## src/rtl/hslp_pkg.sv

```systemverilog
// ----------------------------------------------------------------------------
// hslp_pkg: shared types, constants and helpers for the start line parser
// Character classes, decimal accumulation, recognizer phase codes and the
// report structs passed from the recognizers to the top level.
// ----------------------------------------------------------------------------
package hslp_pkg;

  localparam int MIN_LINE_BYTES_DEF = 14;
  localparam int ID_MAX_CHARS_DEF   = 8;

  localparam logic [63:0] PROTO_ID_RST  = 64'h0000_0000_5054_5448;  // "HTTP"
  localparam logic [3:0]  PROTO_LEN_RST = 4'd4;

  localparam logic [7:0] CH_SLASH = 8'h2f;
  localparam logic [7:0] CH_DOT   = 8'h2e;
  localparam logic [7:0] CH_SPACE = 8'h20;
  localparam logic [7:0] CH_TAB   = 8'h09;
  localparam logic [7:0] CH_ZERO  = 8'h30;
  localparam logic [7:0] CH_NINE  = 8'h39;
  localparam logic [7:0] CH_DEL   = 8'h7f;

  // configuration register indexes
  localparam logic CFG_PROTO_ID  = 1'b0;
  localparam logic CFG_PROTO_LEN = 1'b1;

  // byte roles
  localparam logic [1:0] ROLE_OTHER  = 2'd0;
  localparam logic [1:0] ROLE_METHOD = 2'd1;
  localparam logic [1:0] ROLE_URI    = 2'd2;
  localparam logic [1:0] ROLE_REASON = 2'd3;

  // verdicts
  localparam logic [1:0] VERDICT_INVALID = 2'd0;
  localparam logic [1:0] VERDICT_STATUS  = 2'd1;
  localparam logic [1:0] VERDICT_REQUEST = 2'd2;

  typedef enum logic [9:0] {
    SP_ID     = 10'b00_0000_0001,
    SP_SLASH  = 10'b00_0000_0010,
    SP_MAJ0   = 10'b00_0000_0100,
    SP_MAJ    = 10'b00_0000_1000,
    SP_MIN0   = 10'b00_0001_0000,
    SP_MIN    = 10'b00_0010_0000,
    SP_CODE   = 10'b00_0100_0000,
    SP_REASON = 10'b00_1000_0000,
    SP_DONE   = 10'b01_0000_0000,
    SP_FAIL   = 10'b10_0000_0000
  } st_phase_t;

  typedef enum logic [11:0] {
    RP_METH0 = 12'b0000_0000_0001,
    RP_METH  = 12'b0000_0000_0010,
    RP_URI0  = 12'b0000_0000_0100,
    RP_URI   = 12'b0000_0000_1000,
    RP_ID    = 12'b0000_0001_0000,
    RP_SLASH = 12'b0000_0010_0000,
    RP_MAJ0  = 12'b0000_0100_0000,
    RP_MAJ   = 12'b0000_1000_0000,
    RP_MIN0  = 12'b0001_0000_0000,
    RP_MIN   = 12'b0010_0000_0000,
    RP_DONE  = 12'b0100_0000_0000,
    RP_FAIL  = 12'b1000_0000_0000
  } rq_phase_t;

  // one byte step shared by both recognizers
  typedef struct packed {
    logic       en;
    logic [7:0] c;
    logic       last;
  } step_t;

  typedef struct packed {
    logic        ok;      // phase after this byte accepts a status line
    logic        reason;
    logic [15:0] major;
    logic [15:0] minor;
    logic [15:0] code;
  } st_rep_t;

  typedef struct packed {
    logic        ok;
    logic [1:0]  role;
    logic [15:0] major;
    logic [15:0] minor;
  } rq_rep_t;

  function automatic logic is_ctl(input logic [7:0] c);
    return (c < 8'd32) || (c == CH_DEL);
  endfunction

  function automatic logic is_decimal(input logic [7:0] c);
    return (c >= CH_ZERO) && (c <= CH_NINE);
  endfunction

  function automatic logic is_method_char(input logic [7:0] c);
    logic ok;
    ok = !c[7] && !is_ctl(c) && (c != CH_SPACE) && (c != CH_TAB);
    case (c)
      8'h28, 8'h29, 8'h3c, 8'h3e, 8'h40, 8'h2c, 8'h3b, 8'h3a, 8'h5c,
      8'h22, 8'h2f, 8'h5b, 8'h5d, 8'h3f, 8'h3d, 8'h7b, 8'h7d: ok = 1'b0;
      default: ;
    endcase
    return ok;
  endfunction

  // acc * 10 + digit, saturating at 16 bits
  function automatic logic [15:0] acc10(input logic [15:0] acc, input logic [7:0] c);
    logic [19:0] v;
    v = {1'b0, acc, 3'b000} + {3'b000, acc, 1'b0} + {16'd0, c[3:0]};
    return (v > 20'd65535) ? 16'hffff : v[15:0];
  endfunction

  function automatic logic [7:0] id_char(input logic [63:0] id, input logic [2:0] idx);
    return id[{idx, 3'b000} +: 8];
  endfunction

endpackage

```

## src/rtl/hslp_status_rec.sv

```systemverilog
// ----------------------------------------------------------------------------
// hslp_status_rec: status line recognizer
// Tracks ID '/' major '.' minor ' ' code ' ' reason, one byte per step.
// ----------------------------------------------------------------------------
module hslp_status_rec #(
  parameter int MIN_LINE_BYTES = hslp_pkg::MIN_LINE_BYTES_DEF,
  parameter int ID_MAX_CHARS   = hslp_pkg::ID_MAX_CHARS_DEF,
  localparam int CNT_MAX = (MIN_LINE_BYTES > ID_MAX_CHARS) ? MIN_LINE_BYTES : ID_MAX_CHARS,
  localparam int CNT_W   = $clog2(CNT_MAX + 1),
  localparam int LEN_W   = $clog2(ID_MAX_CHARS + 1)
) (
  input  logic                  clk,
  input  logic                  rst,
  input  hslp_pkg::step_t       step,
  input  logic [63:0]           proto_id,
  input  logic [LEN_W-1:0]      id_len,
  input  logic [CNT_W-1:0]      line_count,
  output hslp_pkg::st_rep_t     rep
);
  import hslp_pkg::*;

  st_phase_t   phase, phase_next, p;
  logic [15:0] major, major_next;
  logic [15:0] minor, minor_next;
  logic [15:0] code, code_next;
  logic        reason;
  logic [CNT_W:0] count_inc;

  assign count_inc = {1'b0, line_count} + 1'b1;

  always_comb begin
    p          = phase;
    major_next = major;
    minor_next = minor;
    code_next  = code;
    reason     = 1'b0;
    if (p == SP_ID && line_count >= CNT_W'(id_len)) p = SP_SLASH;
    case (p)
      SP_ID: begin
        if (step.c != id_char(proto_id, 3'(line_count))) p = SP_FAIL;
        else if (count_inc >= (CNT_W+1)'(id_len)) p = SP_SLASH;
      end
      SP_SLASH: p = (step.c == CH_SLASH) ? SP_MAJ0 : SP_FAIL;
      SP_MAJ0, SP_MAJ: begin
        if (is_decimal(step.c)) begin
          major_next = acc10((p == SP_MAJ0) ? 16'd0 : major, step.c);
          p = SP_MAJ;
        end else begin
          p = (p == SP_MAJ && step.c == CH_DOT) ? SP_MIN0 : SP_FAIL;
        end
      end
      SP_MIN0, SP_MIN: begin
        if (is_decimal(step.c)) begin
          minor_next = acc10((p == SP_MIN0) ? 16'd0 : minor, step.c);
          p = SP_MIN;
        end else begin
          p = (p == SP_MIN && step.c == CH_SPACE) ? SP_CODE : SP_FAIL;
        end
      end
      SP_CODE: begin
        if (is_decimal(step.c)) code_next = acc10(code, step.c);
        else p = (step.c == CH_SPACE) ? SP_REASON : SP_FAIL;
      end
      SP_REASON: begin
        if (is_ctl(step.c)) p = SP_DONE;
        else reason = 1'b1;
      end
      SP_DONE: ;
      default: p = SP_FAIL;
    endcase
    phase_next = p;
  end

  assign rep.ok     = (phase_next == SP_REASON) || (phase_next == SP_DONE);
  assign rep.reason = reason;
  assign rep.major  = major_next;
  assign rep.minor  = minor_next;
  assign rep.code   = code_next;

  always_ff @(posedge clk) begin
    if (rst) begin
      phase <= SP_ID;
      major <= '0;
      minor <= '0;
      code  <= '0;
    end else if (step.en) begin
      if (step.last) begin
        phase <= SP_ID;
        major <= '0;
        minor <= '0;
        code  <= '0;
      end else begin
        phase <= phase_next;
        major <= major_next;
        minor <= minor_next;
        code  <= code_next;
      end
    end
  end

endmodule

```

## src/rtl/hslp_request_rec.sv

```systemverilog
// ----------------------------------------------------------------------------
// hslp_request_rec: request line recognizer
// Tracks method ' ' URI ' ' ID '/' major '.' minor, one byte per step.
// ----------------------------------------------------------------------------
module hslp_request_rec #(
  parameter int ID_MAX_CHARS = hslp_pkg::ID_MAX_CHARS_DEF,
  localparam int LEN_W = $clog2(ID_MAX_CHARS + 1)
) (
  input  logic                  clk,
  input  logic                  rst,
  input  hslp_pkg::step_t       step,
  input  logic [63:0]           proto_id,
  input  logic [LEN_W-1:0]      id_len,
  output hslp_pkg::rq_rep_t     rep
);
  import hslp_pkg::*;

  rq_phase_t        phase, phase_next, p;
  logic [LEN_W-1:0] id_index, id_index_next;
  logic [15:0]      major, major_next;
  logic [15:0]      minor, minor_next;
  logic [1:0]       role;
  logic [LEN_W:0]   index_inc;

  assign index_inc = {1'b0, id_index} + 1'b1;

  always_comb begin
    p             = phase;
    id_index_next = id_index;
    major_next    = major;
    minor_next    = minor;
    role          = ROLE_OTHER;
    if (p == RP_ID && id_index >= id_len) p = RP_SLASH;
    case (p)
      RP_METH0, RP_METH: begin
        if (is_method_char(step.c)) begin
          p    = RP_METH;
          role = ROLE_METHOD;
        end else begin
          p = (p == RP_METH && step.c == CH_SPACE) ? RP_URI0 : RP_FAIL;
        end
      end
      RP_URI0, RP_URI: begin
        if (!is_ctl(step.c) && step.c != CH_SPACE) begin
          p    = RP_URI;
          role = ROLE_URI;
        end else if (p == RP_URI && step.c == CH_SPACE) begin
          id_index_next = '0;
          p = (id_len == '0) ? RP_SLASH : RP_ID;
        end else begin
          p = RP_FAIL;
        end
      end
      RP_ID: begin
        if (step.c != id_char(proto_id, 3'(id_index))) begin
          p = RP_FAIL;
        end else begin
          id_index_next = index_inc[LEN_W-1:0];
          if (index_inc >= {1'b0, id_len}) p = RP_SLASH;
        end
      end
      RP_SLASH: p = (step.c == CH_SLASH) ? RP_MAJ0 : RP_FAIL;
      RP_MAJ0, RP_MAJ: begin
        if (is_decimal(step.c)) begin
          major_next = acc10((p == RP_MAJ0) ? 16'd0 : major, step.c);
          p = RP_MAJ;
        end else begin
          p = (p == RP_MAJ && step.c == CH_DOT) ? RP_MIN0 : RP_FAIL;
        end
      end
      RP_MIN0, RP_MIN: begin
        if (is_decimal(step.c)) begin
          minor_next = acc10((p == RP_MIN0) ? 16'd0 : minor, step.c);
          p = RP_MIN;
        end else begin
          p = (p == RP_MIN) ? RP_DONE : RP_FAIL;
        end
      end
      RP_DONE: ;
      default: p = RP_FAIL;
    endcase
    phase_next = p;
  end

  assign rep.ok    = (phase_next == RP_MIN) || (phase_next == RP_DONE);
  assign rep.role  = role;
  assign rep.major = major_next;
  assign rep.minor = minor_next;

  always_ff @(posedge clk) begin
    if (rst) begin
      phase    <= RP_METH0;
      id_index <= '0;
      major    <= '0;
      minor    <= '0;
    end else if (step.en) begin
      if (step.last) begin
        phase    <= RP_METH0;
        id_index <= '0;
        major    <= '0;
        minor    <= '0;
      end else begin
        phase    <= phase_next;
        id_index <= id_index_next;
        major    <= major_next;
        minor    <= minor_next;
      end
    end
  end

endmodule

```

## src/rtl/http_start_line_parser_top.sv

```systemverilog
// ----------------------------------------------------------------------------
// http_start_line_parser_top: HTTP start line recognizer, one byte per word
// Input register, status and request recognizers, verdict and result register.
// ----------------------------------------------------------------------------
// One byte word is taken in every cycle while the result side does not stall,
// and one result word leaves for each: the byte is captured in an input register,
// both recognizers and the decimal accumulators work on it combinationally, and
// the result register holds the tagged echo and, on the tlast word, the verdict.
// The input side keeps taking words while a result waits, as long as the
// input register can move on. A line ends at tlast, and its last byte is parsed
// like the others. Lines shorter than MIN_LINE_BYTES are reported invalid, and
// version numbers and the status code saturate at 65535.
module http_start_line_parser_top #(
  parameter int MIN_LINE_BYTES = hslp_pkg::MIN_LINE_BYTES_DEF,
  parameter int ID_MAX_CHARS   = hslp_pkg::ID_MAX_CHARS_DEF
) (
  input  logic        clk,
  input  logic        rst,
  // configuration
  input  logic        cfg_we,
  input  logic        cfg_index,
  input  logic [63:0] cfg_data,
  // input bytes
  input  logic        s_tvalid,
  output logic        s_tready,
  input  logic [7:0]  s_tdata,    // [7:0] line_byte
  input  logic        s_tlast,    // line_last
  // results
  output logic        m_tvalid,
  input  logic        m_tready,
  output logic [63:0] m_tdata,    // [7:0] echo_byte, [9:8] verdict, [25:10] ver_major,
                                  // [41:26] ver_minor, [57:42] status_code, rest zero
  output logic [1:0]  m_tuser,    // [1:0] byte_role
  output logic        m_tlast     // line_done
);
  import hslp_pkg::*;

  localparam int CNT_MAX = (MIN_LINE_BYTES > ID_MAX_CHARS) ? MIN_LINE_BYTES : ID_MAX_CHARS;
  localparam int CNT_W   = $clog2(CNT_MAX + 1);
  localparam int LEN_W   = $clog2(ID_MAX_CHARS + 1);
  localparam logic [LEN_W-1:0] LEN_MAX = LEN_W'(ID_MAX_CHARS);
  localparam logic [LEN_W-1:0] LEN_RST =
    (PROTO_LEN_RST > 4'(ID_MAX_CHARS)) ? LEN_MAX : LEN_W'(PROTO_LEN_RST);

  // configuration
  logic [63:0]      proto_id;
  logic [LEN_W-1:0] id_len;

  always_ff @(posedge clk) begin
    if (rst) begin
      proto_id <= PROTO_ID_RST;
      id_len   <= LEN_RST;
    end else if (cfg_we) begin
      case (cfg_index)
        CFG_PROTO_ID:  proto_id <= cfg_data;
        CFG_PROTO_LEN: id_len <= (cfg_data[3:0] > 4'(ID_MAX_CHARS)) ? LEN_MAX
                                                                    : LEN_W'(cfg_data[3:0]);
        default: ;
      endcase
    end
  end

  // input register
  logic       s1_valid;
  logic [7:0] s1_byte;
  logic       s1_last;
  logic       advance;

  assign advance  = s1_valid && (!m_tvalid || m_tready);
  assign s_tready = !s1_valid || advance;

  always_ff @(posedge clk) begin
    if (rst) begin
      s1_valid <= 1'b0;
    end else if (s_tready) begin
      s1_valid <= s_tvalid;
    end
  end

  always_ff @(posedge clk) begin
    if (s_tvalid && s_tready) begin
      s1_byte <= s_tdata;
      s1_last <= s_tlast;
    end
  end

  // byte count of the current line, saturating
  logic [CNT_W-1:0] line_count, count_next;

  assign count_next = (line_count == CNT_W'(CNT_MAX)) ? line_count : line_count + 1'b1;

  always_ff @(posedge clk) begin
    if (rst) begin
      line_count <= '0;
    end else if (advance) begin
      line_count <= s1_last ? '0 : count_next;
    end
  end

  step_t   step;
  st_rep_t st_rep;
  rq_rep_t rq_rep;

  assign step.en   = advance;
  assign step.c    = s1_byte;
  assign step.last = s1_last;

  hslp_status_rec #(
    .MIN_LINE_BYTES (MIN_LINE_BYTES),
    .ID_MAX_CHARS   (ID_MAX_CHARS)
  ) u_status (
    .clk        (clk),
    .rst        (rst),
    .step       (step),
    .proto_id   (proto_id),
    .id_len     (id_len),
    .line_count (line_count),
    .rep        (st_rep)
  );

  hslp_request_rec #(
    .ID_MAX_CHARS (ID_MAX_CHARS)
  ) u_request (
    .clk      (clk),
    .rst      (rst),
    .step     (step),
    .proto_id (proto_id),
    .id_len   (id_len),
    .rep      (rq_rep)
  );

  // verdict
  logic        len_ok;
  logic [1:0]  role_next, verdict_next;
  logic [15:0] major_sel, minor_sel, code_sel;

  assign len_ok    = count_next >= CNT_W'(MIN_LINE_BYTES);
  assign role_next = st_rep.reason ? ROLE_REASON : rq_rep.role;

  always_comb begin
    verdict_next = VERDICT_INVALID;
    major_sel    = '0;
    minor_sel    = '0;
    code_sel     = '0;
    if (s1_last && len_ok && st_rep.ok) begin
      verdict_next = VERDICT_STATUS;
      major_sel    = st_rep.major;
      minor_sel    = st_rep.minor;
      code_sel     = st_rep.code;
    end else if (s1_last && len_ok && rq_rep.ok) begin
      verdict_next = VERDICT_REQUEST;
      major_sel    = rq_rep.major;
      minor_sel    = rq_rep.minor;
    end
  end

  // result register
  logic [7:0]  out_byte;
  logic [1:0]  out_role, out_verdict;
  logic        out_done;
  logic [15:0] out_major, out_minor, out_code;

  always_ff @(posedge clk) begin
    if (rst) begin
      m_tvalid <= 1'b0;
    end else if (advance) begin
      m_tvalid <= 1'b1;
    end else if (m_tready) begin
      m_tvalid <= 1'b0;
    end
  end

  always_ff @(posedge clk) begin
    if (advance) begin
      out_byte    <= s1_byte;
      out_role    <= role_next;
      out_done    <= s1_last;
      out_verdict <= verdict_next;
      out_major   <= major_sel;
      out_minor   <= minor_sel;
      out_code    <= code_sel;
    end
  end

  assign m_tdata = {6'd0, out_code, out_minor, out_major, out_verdict, out_byte};
  assign m_tuser = out_role;
  assign m_tlast = out_done;

  a_mid_line_quiet: assert property (@(posedge clk) disable iff (rst)
    m_tvalid && !out_done |-> out_verdict == VERDICT_INVALID && out_major == 16'd0 &&
                              out_minor == 16'd0 && out_code == 16'd0)
    else $error("verdict fields set on a word that does not end a line");

  a_invalid_zero: assert property (@(posedge clk) disable iff (rst)
    m_tvalid && out_verdict == VERDICT_INVALID |->
      out_major == 16'd0 && out_minor == 16'd0 && out_code == 16'd0)
    else $error("invalid line carries version or code");

  a_request_no_code: assert property (@(posedge clk) disable iff (rst)
    m_tvalid && out_verdict == VERDICT_REQUEST |-> out_code == 16'd0)
    else $error("request line carries a status code");

  a_count_clears: assert property (@(posedge clk) disable iff (rst)
    advance && s1_last |=> line_count == '0)
    else $error("byte count not cleared after end of line");

endmodule
```

## config.mk

```make
export PLATFORM = sky130hd
export DESIGN_NAME = http_start_line_parser_top
export DESIGN_NICKNAME = d
export VERILOG_FILES = /design/src/rtl/hslp_pkg.sv /design/src/rtl/hslp_status_rec.sv /design/src/rtl/hslp_request_rec.sv /design/src/rtl/http_start_line_parser_top.sv
export SDC_FILE = /design/constraint.sdc
export NUM_CORES = 1
export LEC_CHECK = 0
export BUFFER_PORTS_ARGS = -buffer_cell sky130_fd_sc_hd__buf_2
export CORE_MARGIN = 1.5
export CORE_UTILIZATION = 50
export CTS_CLUSTER_DIAMETER = 120
export CTS_CLUSTER_SIZE = 40
export DETAILED_ROUTE_END_ITERATION = 12
export GPL_TIMING_DRIVEN = 0
export PLACE_DENSITY = 0.68
export REMOVE_ABC_BUFFERS = 1
export SLEW_MARGIN = 20
export SYNTH_ARGS = -nofsm -noshare
export SYNTH_HDL_FRONTEND = slang
export SYNTH_HIERARCHICAL = 1
export SYNTH_SLANG_ARGS = --single-unit
```

## constraint.sdc

```tcl
create_clock -name clk -period 14 [get_ports clk]
set_input_delay 2.1 -clock clk [delete_from_list [all_inputs] [get_ports clk]]
set_output_delay 2.1 -clock clk [all_outputs]
set_load 0.02 [all_outputs]
```

==> impl_metrics.env, run 1 <==
export IMPL_via_per_inst=6.00
export IMPL_hold_viol=0
export IMPL_clock_latency_ns=0.54
export IMPL_async_flop_share_pct=0
export IMPL_dp_cells=2721
export IMPL_drt_iter0_markers=1184
export IMPL_synthAdderAreaFrac_pct=12.1
export IMPL_ys_ff_latch=250
export IMPL_area_growth_pct=9.26
export IMPL_grt_antenna_before_repair=0
export IMPL_final_cell_mix="nand2_1 (261), a21oi_1 (204), dfxtp_1 (177)"
export IMPL_wl_per_cell_um=17.9
export IMPL_grt_usage_pct=24.9
export IMPL_synth_xor_area_share_pct=4.09
export IMPL_drc_errors=0
export IMPL_required_ns=14.27
export IMPL_cp_max_fo=20
export IMPL_rows=71
export IMPL_drv_cap=0
export IMPL_rsz0062_at_grt="false"
export IMPL_clk_pin_slew_worst_paths_ns=0.15
export IMPL_dieArea_um2=39300
export IMPL_switchingPower_w=0.000389
export IMPL_cts_htree_levels=1
export IMPL_ys_seq_area_share_pct=29.9
export IMPL_core_um2=37600
export IMPL_synth_edf_count=70
export IMPL_pwr_share_comb_pct=9.8
export IMPL_hp_class="reg -> reg"
export IMPL_tightestPinTransition_ns=1.15
export IMPL_layout_commonest_cell="nand2_1"
export IMPL_peakVddDrop_uv=83.5
export IMPL_final_cells=2742
export IMPL_slew_violations=0
export IMPL_synth_compound_area_share_pct=21.5
export IMPL_initial_utilization_pct=50.8
export IMPL_grt_pass1_vias=15800
export IMPL_crit_type="reg -> reg"
export IMPL_pre_cts_ws_ns=8.34
export IMPL_power_density_nw_per_um2=68.2
export IMPL_cts_sinks=250
export IMPL_p_leak_nw=8.54
export IMPL_synth_mux_area_share_pct=4.98
export IMPL_dp_hpwl_um=36300
export IMPL_internal_power_w=0.00103
export IMPL_route_final_wire_length_um=49100
export IMPL_setup_ws_ns=8.44
export IMPL_synth_distinct_cells=104
export IMPL_pin_count=148
export IMPL_grt_max_degree=65
export IMPL_syn_avg_cell_area_um2=8.77
export IMPL_status="finished, final reports clean"
export IMPL_relSlewSlack_pct=23.0
export IMPL_synth_top_family_by_area="simple AND/OR/NAND/NOR gates"
export IMPL_postCtsSetupRepairBufs=0
export IMPL_via_count=16400
export IMPL_synth_main_ff_cell="dfxtp_1"
export IMPL_fp_dieH_um=198
export IMPL_arrival_ns=5.83
export IMPL_netlist_area_um2=19100
export IMPL_cts_buffers=12
export IMPL_layout_nets=2485
export IMPL_setup_viol=0
export IMPL_holdBufCountCts=0
export IMPL_layout_min_cycle_time_ns=5.56
export IMPL_end_kind="register"
export IMPL_final_antenna_net_count=0
export IMPL_grt_first_pass_wirelength_um=80400
export IMPL_insertedDiodeCount=0
export IMPL_synth_cells=2174
export IMPL_drive_gt1_share_pct=16.2
export IMPL_fin_crit_sh_pct=39.7
export IMPL_synth_warnings=6
export IMPL_cts_tree="built"
export IMPL_startpoint_type="register"
export IMPL_seqPwrFrac_pct=55.1
export IMPL_clock_root_buffer="clkbuf_16"
export IMPL_gp_congestion=0.906
export IMPL_swShare_pct=27.4
export IMPL_portBuffers=141
export IMPL_cts_resized=0
export IMPL_clock_path_buffers=3
export IMPL_fmax_mhz=180
export IMPL_skew_ns=0.0403
export IMPL_drtPass1Iterations=5
export IMPL_yosys_area_share_simple_pct=22.8
export IMPL_grt_overflow_total=0
export IMPL_clock_power_share_pct=35.1
export IMPL_die_w_um=198
==> cell usage after synthesis, types with 25 or more instances <==
| cell type | number | area [µm²] |
|---|---|---|
| xnor2_1 | 60 | 526 |
| o22a_1 | 47 | 412 |
| nand2_1 | 261 | 980 |
| nor3_2 | 61 | 611 |
| o21a_1 | 25 | 188 |
| inv_1 | 50 | 188 |
| nand3_1 | 37 | 185 |
| a21oi_1 | 204 | 1020 |
| mux4_2 | 30 | 676 |
| a211oi_1 | 25 | 188 |
| a22oi_1 | 34 | 255 |
| a21o_1 | 25 | 188 |
| dfxtp_1 | 180 | 3600 |
| nor3_1 | 43 | 215 |
| edfxtp_1 | 70 | 2100 |
| o21ai_0 | 68 | 340 |
| ha_1 | 175 | 2190 |
| nor2b_1 | 29 | 181 |
| nor2_1 | 163 | 612 |
| buf_2 | 32 | 160 |
| clkbuf_1 | 71 | 267 |
| xor2_1 | 29 | 254 |
| and2_1 | 69 | 432 |
==> flip-flops by register name, summed over array words and instances, names as in the netlist, 12 cells and up <==
| register | flops |
|---|---|
| u_request/minor | 16 |
| u_status/code | 16 |
| out_code | 16 |
| out_minor | 16 |
| u_status/minor | 16 |
| proto_id | 64 |
| u_status/major | 16 |
| out_major | 16 |
| u_request/phase | 12 |
| u_request/major | 16 |
==> worst max-delay path, stage by stage (launching register included) <==
cell and delay, ns:
dfxtp_1 0.41, nor4_4 0.43, nand4_1 0.69, and2_1 0.46
ha_1 0.28, ha_1 0.25, fa_1 0.44, a211oi_1 0.33
o211ai_1 0.18, nand3_1 0.19, a31oi_1 0.19, xnor2_1 0.60
nand4b_1 0.24, o21a_1 0.17, a22oi_1 0.36, nor3_2 0.06
==> power by group through the flow <==
stage	Sequential (W)	Combinational [W]	Clock, W
2_1_floorplan	0.000801	0.0000746	0
5_1_grt	0.000787	0.000151	0.000535
4_1_cts	0.000784	0.000138	0.000514
3_3_place_gp	0.000803	0.000125	0
3_5_place_dp	0.000800	0.000137	0
6_report	0.000784	0.000139	0.000499
==> per-stage QoR <==
| step | area (µm²) | power [W] | setup TNS, ns | utilization (%) | hold WS [ns] |
|---|---|---|---|---|---|
| CTS | 20800 | 0.00144 | 0 | 55.4 | 0.476 |
| detailed placement | 20300 | 0.000937 | 0 | 54.1 | 0.458 |
| finish | 20800 | 0.00142 | 0 | 55.5 | 0.477 |
| floorplan | 18400 | 0.000875 | 0 | - | 0.437 |
| global route | 20800 | 0.00147 | 0 | 55.5 | 0.503 |
| global placement | 19800 | 0.000927 | -19.57 | 52.6 | 0.451 |
==> layer usage <==
metal | track usage [%] | wire length (µm)
met5 | 0 | 0
met3 | 2.27 | 2260
met1 | 33.9 | 22800
met2 | 42.7 | 23200
met4 | 5.63 | 886
==> cells by family (layout without fill, tap and decap cells) <==
| kind of cell | Yosys count | after routing |
|---|---|---|
| other | 1 | 6 |
| multiplexers | 55 | 55 |
| AO/OA/AOI/OAI | 608 | 608 |
| flip-flops | 250 | 250 |
| AND/OR/NAND/NOR | 805 | 805 |
| adder cells (fa/ha/maj) | 181 | 181 |
| XOR/XNOR | 89 | 89 |
| buffers and inverters | 185 | 237 |
==> area by class of cell <==
class / count / area (µm²)
clock buffers: 14 / 339
flip-flops and latches: 250 / 5710
clock inverters: 6 / 150
multi-input cells: 1744 / 12600
well taps: 511 / 639
inverters: 54 / 205
fillers: 3384 / 16700
repair buffers: 163 / 1210
==> final timing paths <==
path | start | endpoint | slack, ns | cells past startpoint
hold / removal | proto_id[54] | proto_id[54] | 0.48 | 2
hold reg to reg | proto_id[54] | proto_id[54] | 0.48 | 2
setup / recovery | u_request/phase[5] | out_minor[2] | 8.44 | 15
setup reg to reg | u_request/phase[5] | out_minor[2] | 8.44 | 15
Power figures use the tool's default switching activity.
==> inputs of run 2 (changes only) <==
Clock period 14 ns to 5.6 ns, I/O delays scaled along.
==> run 2 against run 1 <==
First-iteration DRC count down 9.5%. Sequential power grew to 2.5 times the previous value. Combinational power grew 150%. Worst setup slack got worse by 8.1 ns. Design area increased by 0.40%. Die area unchanged. Sequential cell count stayed put. Critical path depth grew 2. Critical path type unchanged. Largest cell class unchanged.
==> impl_metrics.env, run 2 (same netlist as run 1, synthesis figures left out) <==
export IMPL_r2r_start="u_request/phase[10]"
export IMPL_fmax_mhz=191
export IMPL_largest_reg_flops=64
export IMPL_rr_endpoint="out_major[0]"
export IMPL_setup_viol=0
export IMPL_cpMaxStageDelayCell="o31a_1"
export IMPL_slowest_delay_ns=0.50
export IMPL_dpl_cell_area_um2=20300
export IMPL_reg2regPathDepth=17
export IMPL_clock_path_buffers=3
export IMPL_layout_nets=2491
export IMPL_hp_class="reg -> reg"
export IMPL_initial_utilization_pct=50.8
export IMPL_dieArea_um2=39300
export IMPL_clk_pin_slew_worst_paths_ns=0.14
export IMPL_grt_first_pass_wirelength_um=80900
export IMPL_crit_path_start="u_request/phase[10]"
export IMPL_cts_sinks=250
export IMPL_hold_worst_slack_ns=0.477
export IMPL_arrival_ns=5.51
export IMPL_cp_max_fo=18
export IMPL_power_density_nw_per_um2=170
export IMPL_die_w_um=198
export IMPL_drc_errors=0
export IMPL_drv_cap=0
export IMPL_fp_dieH_um=198
export IMPL_final_cells=2748
export IMPL_final_antenna_net_count=0
export IMPL_status="finished, final reports clean"
export IMPL_skew_ns=0.0415
export IMPL_cts_htree_levels=1
export IMPL_endpoint="out_major[0]"
export IMPL_design_area_um2=20900
export IMPL_insertedDiodeCount=0
export IMPL_grt_usage_pct=25.1
export IMPL_totalNegativeSetupSlack_ns=0
export IMPL_drive_gt1_share_pct=16.5
export IMPL_grt_overflow_total=0
export IMPL_required_ns=5.87
export IMPL_startpoint_type="register"
export IMPL_crit_type="reg -> reg"
export IMPL_grt_max_degree=65
export IMPL_drt_iter0_markers=1071
export IMPL_cpMostUsedCell="ha_1"
export IMPL_layout_min_cycle_time_ns=5.24
export IMPL_gp_congestion=0.906
export IMPL_grt_pass1_vias=15900
export IMPL_hold_viol=0
export IMPL_cts_buffers=12
export IMPL_drtPass1Iterations=6
export IMPL_portBuffers=141
export IMPL_slew_violations=0
export IMPL_clock_root_buffer="clkbuf_16"
export IMPL_fin_util_pct=55.7
export IMPL_holdBufCountCts=0
export IMPL_layout_commonest_cell="nand2_1"
export IMPL_core_um2=37600
export IMPL_dp_hpwl_um=36300
export IMPL_final_cell_mix="nand2_1 (261), a21oi_1 (204), dfxtp_1 (177)"
export IMPL_route_final_wire_length_um=50000
export IMPL_pin_count=148
export IMPL_fin_crit_sh_pct=93.6
export IMPL_p_leak_nw=8.56
export IMPL_grt_antenna_before_repair=0
export IMPL_rows=71
export IMPL_peakVddDrop_uv=209
export IMPL_clock_latency_ns=0.54
export IMPL_dp_cells=2721
export IMPL_relSlewSlack_pct=21.8
export IMPL_via_per_inst=6.04
export IMPL_end_kind="register"
export IMPL_cts_tree="built"
export IMPL_rsz0062_at_grt="false"
export IMPL_max_flop_register="proto_id"
export IMPL_crit_chain="nor4_4, and3_1, nand2_2, and2_1, ha_1, ha_1, fa_1, a211oi_1, o21bai_1, o21ai_0, a311oi_1, o31a_1, a21boi_4, buf_12, a21oi_1, a22oi_1, nor3_2"
export IMPL_rrSetupSlack_ns=0.36
export IMPL_tightestPinTransition_ns=1.17
export IMPL_wl_per_cell_um=18.2
export IMPL_via_count=16600
export IMPL_area_growth_pct=9.70
run 2: worst min path at each step:
| stage | slack [ns] | from | depth (start not counted) | endpoint |
|---|---|---|---|---|
| 3_5_place_dp | 0.46 | proto_id[54] | 2 | proto_id[54] |
| 5_1_grt | 0.47 | s_tdata[3] | 1 | s1_byte[3] |
| 4_1_cts | 0.48 | proto_id[54] | 2 | proto_id[54] |
| 3_3_place_gp | 0.45 | u_request/minor[9] | 2 | u_request/minor[9] |
| 6_report | 0.48 | proto_id[54] | 2 | proto_id[54] |
| 2_1_floorplan | 0.44 | proto_id[59] | 2 | proto_id[59] |
run 2: stage by stage:
step | setup WS (ns) | total power (W)
after floorplan | -2.04 | 0.00219
after global placement | -8.51 | 0.00232
after detailed placement | 0.0245 | 0.00234
after CTS | 0.123 | 0.00359
after global routing | 0.0480 | 0.00368
final | 0.359 | 0.00356
run 2: critical path: cells and delay by family (launching register included):
| family | cells | cell delay [ns] |
|---|---|---|
| buffers and inverters | 1 | 0.16 |
| AND/OR/NAND/NOR | 5 | 1.35 |
| flip-flops | 1 | 0.46 |
| adder cells (fa/ha/maj) | 3 | 0.96 |
| AO/OA/AOI/OAI | 8 | 2.06 |
run 2: repair_timing:
action                     in CTS  in global routing
setup endpoints to repair       4                 23
cloned                          1                  2
gates resized for setup         0                  5
buffers inserted                0                  4
pin swaps                       1                  3
run 2: area by class of cell:
type,instances,area [µm²]
Clock buffer,14,339
Clock inverter,6,150
Fill cell,3380,16700
Inverter,54,205
Multi-Input combinational cell,1747,12700
Sequential cell,250,5710
Tap cell,511,639
Timing Repair Buffer,166,1220
run 2: report_power, final:
part | total (W) | switching [W] | leakage (nW) | internal, W
Clock | 0.00125 | 0.000713 | 0.234 | 0.000536
Sequential | 0.00196 | 0.0000560 | 2.15 | 0.00190
Combinational | 0.000347 | 0.000205 | 6.17 | 0.000142
Total | 0.00356 | 0.000975 | 8.56 | 0.00258
run 2: routing by layer:
| metal | vias up | track usage (%) | wire [µm] |
|---|---|---|---|
| li1 | 8100 | - | - |
| met1 | 7954 | 34.0 | 22900 |
| met2 | 470 | 42.9 | 23600 |
| met3 | 62 | 2.44 | 2520 |
| met4 | 0 | 5.68 | 959 |
| met5 | - | 0 | 0 |
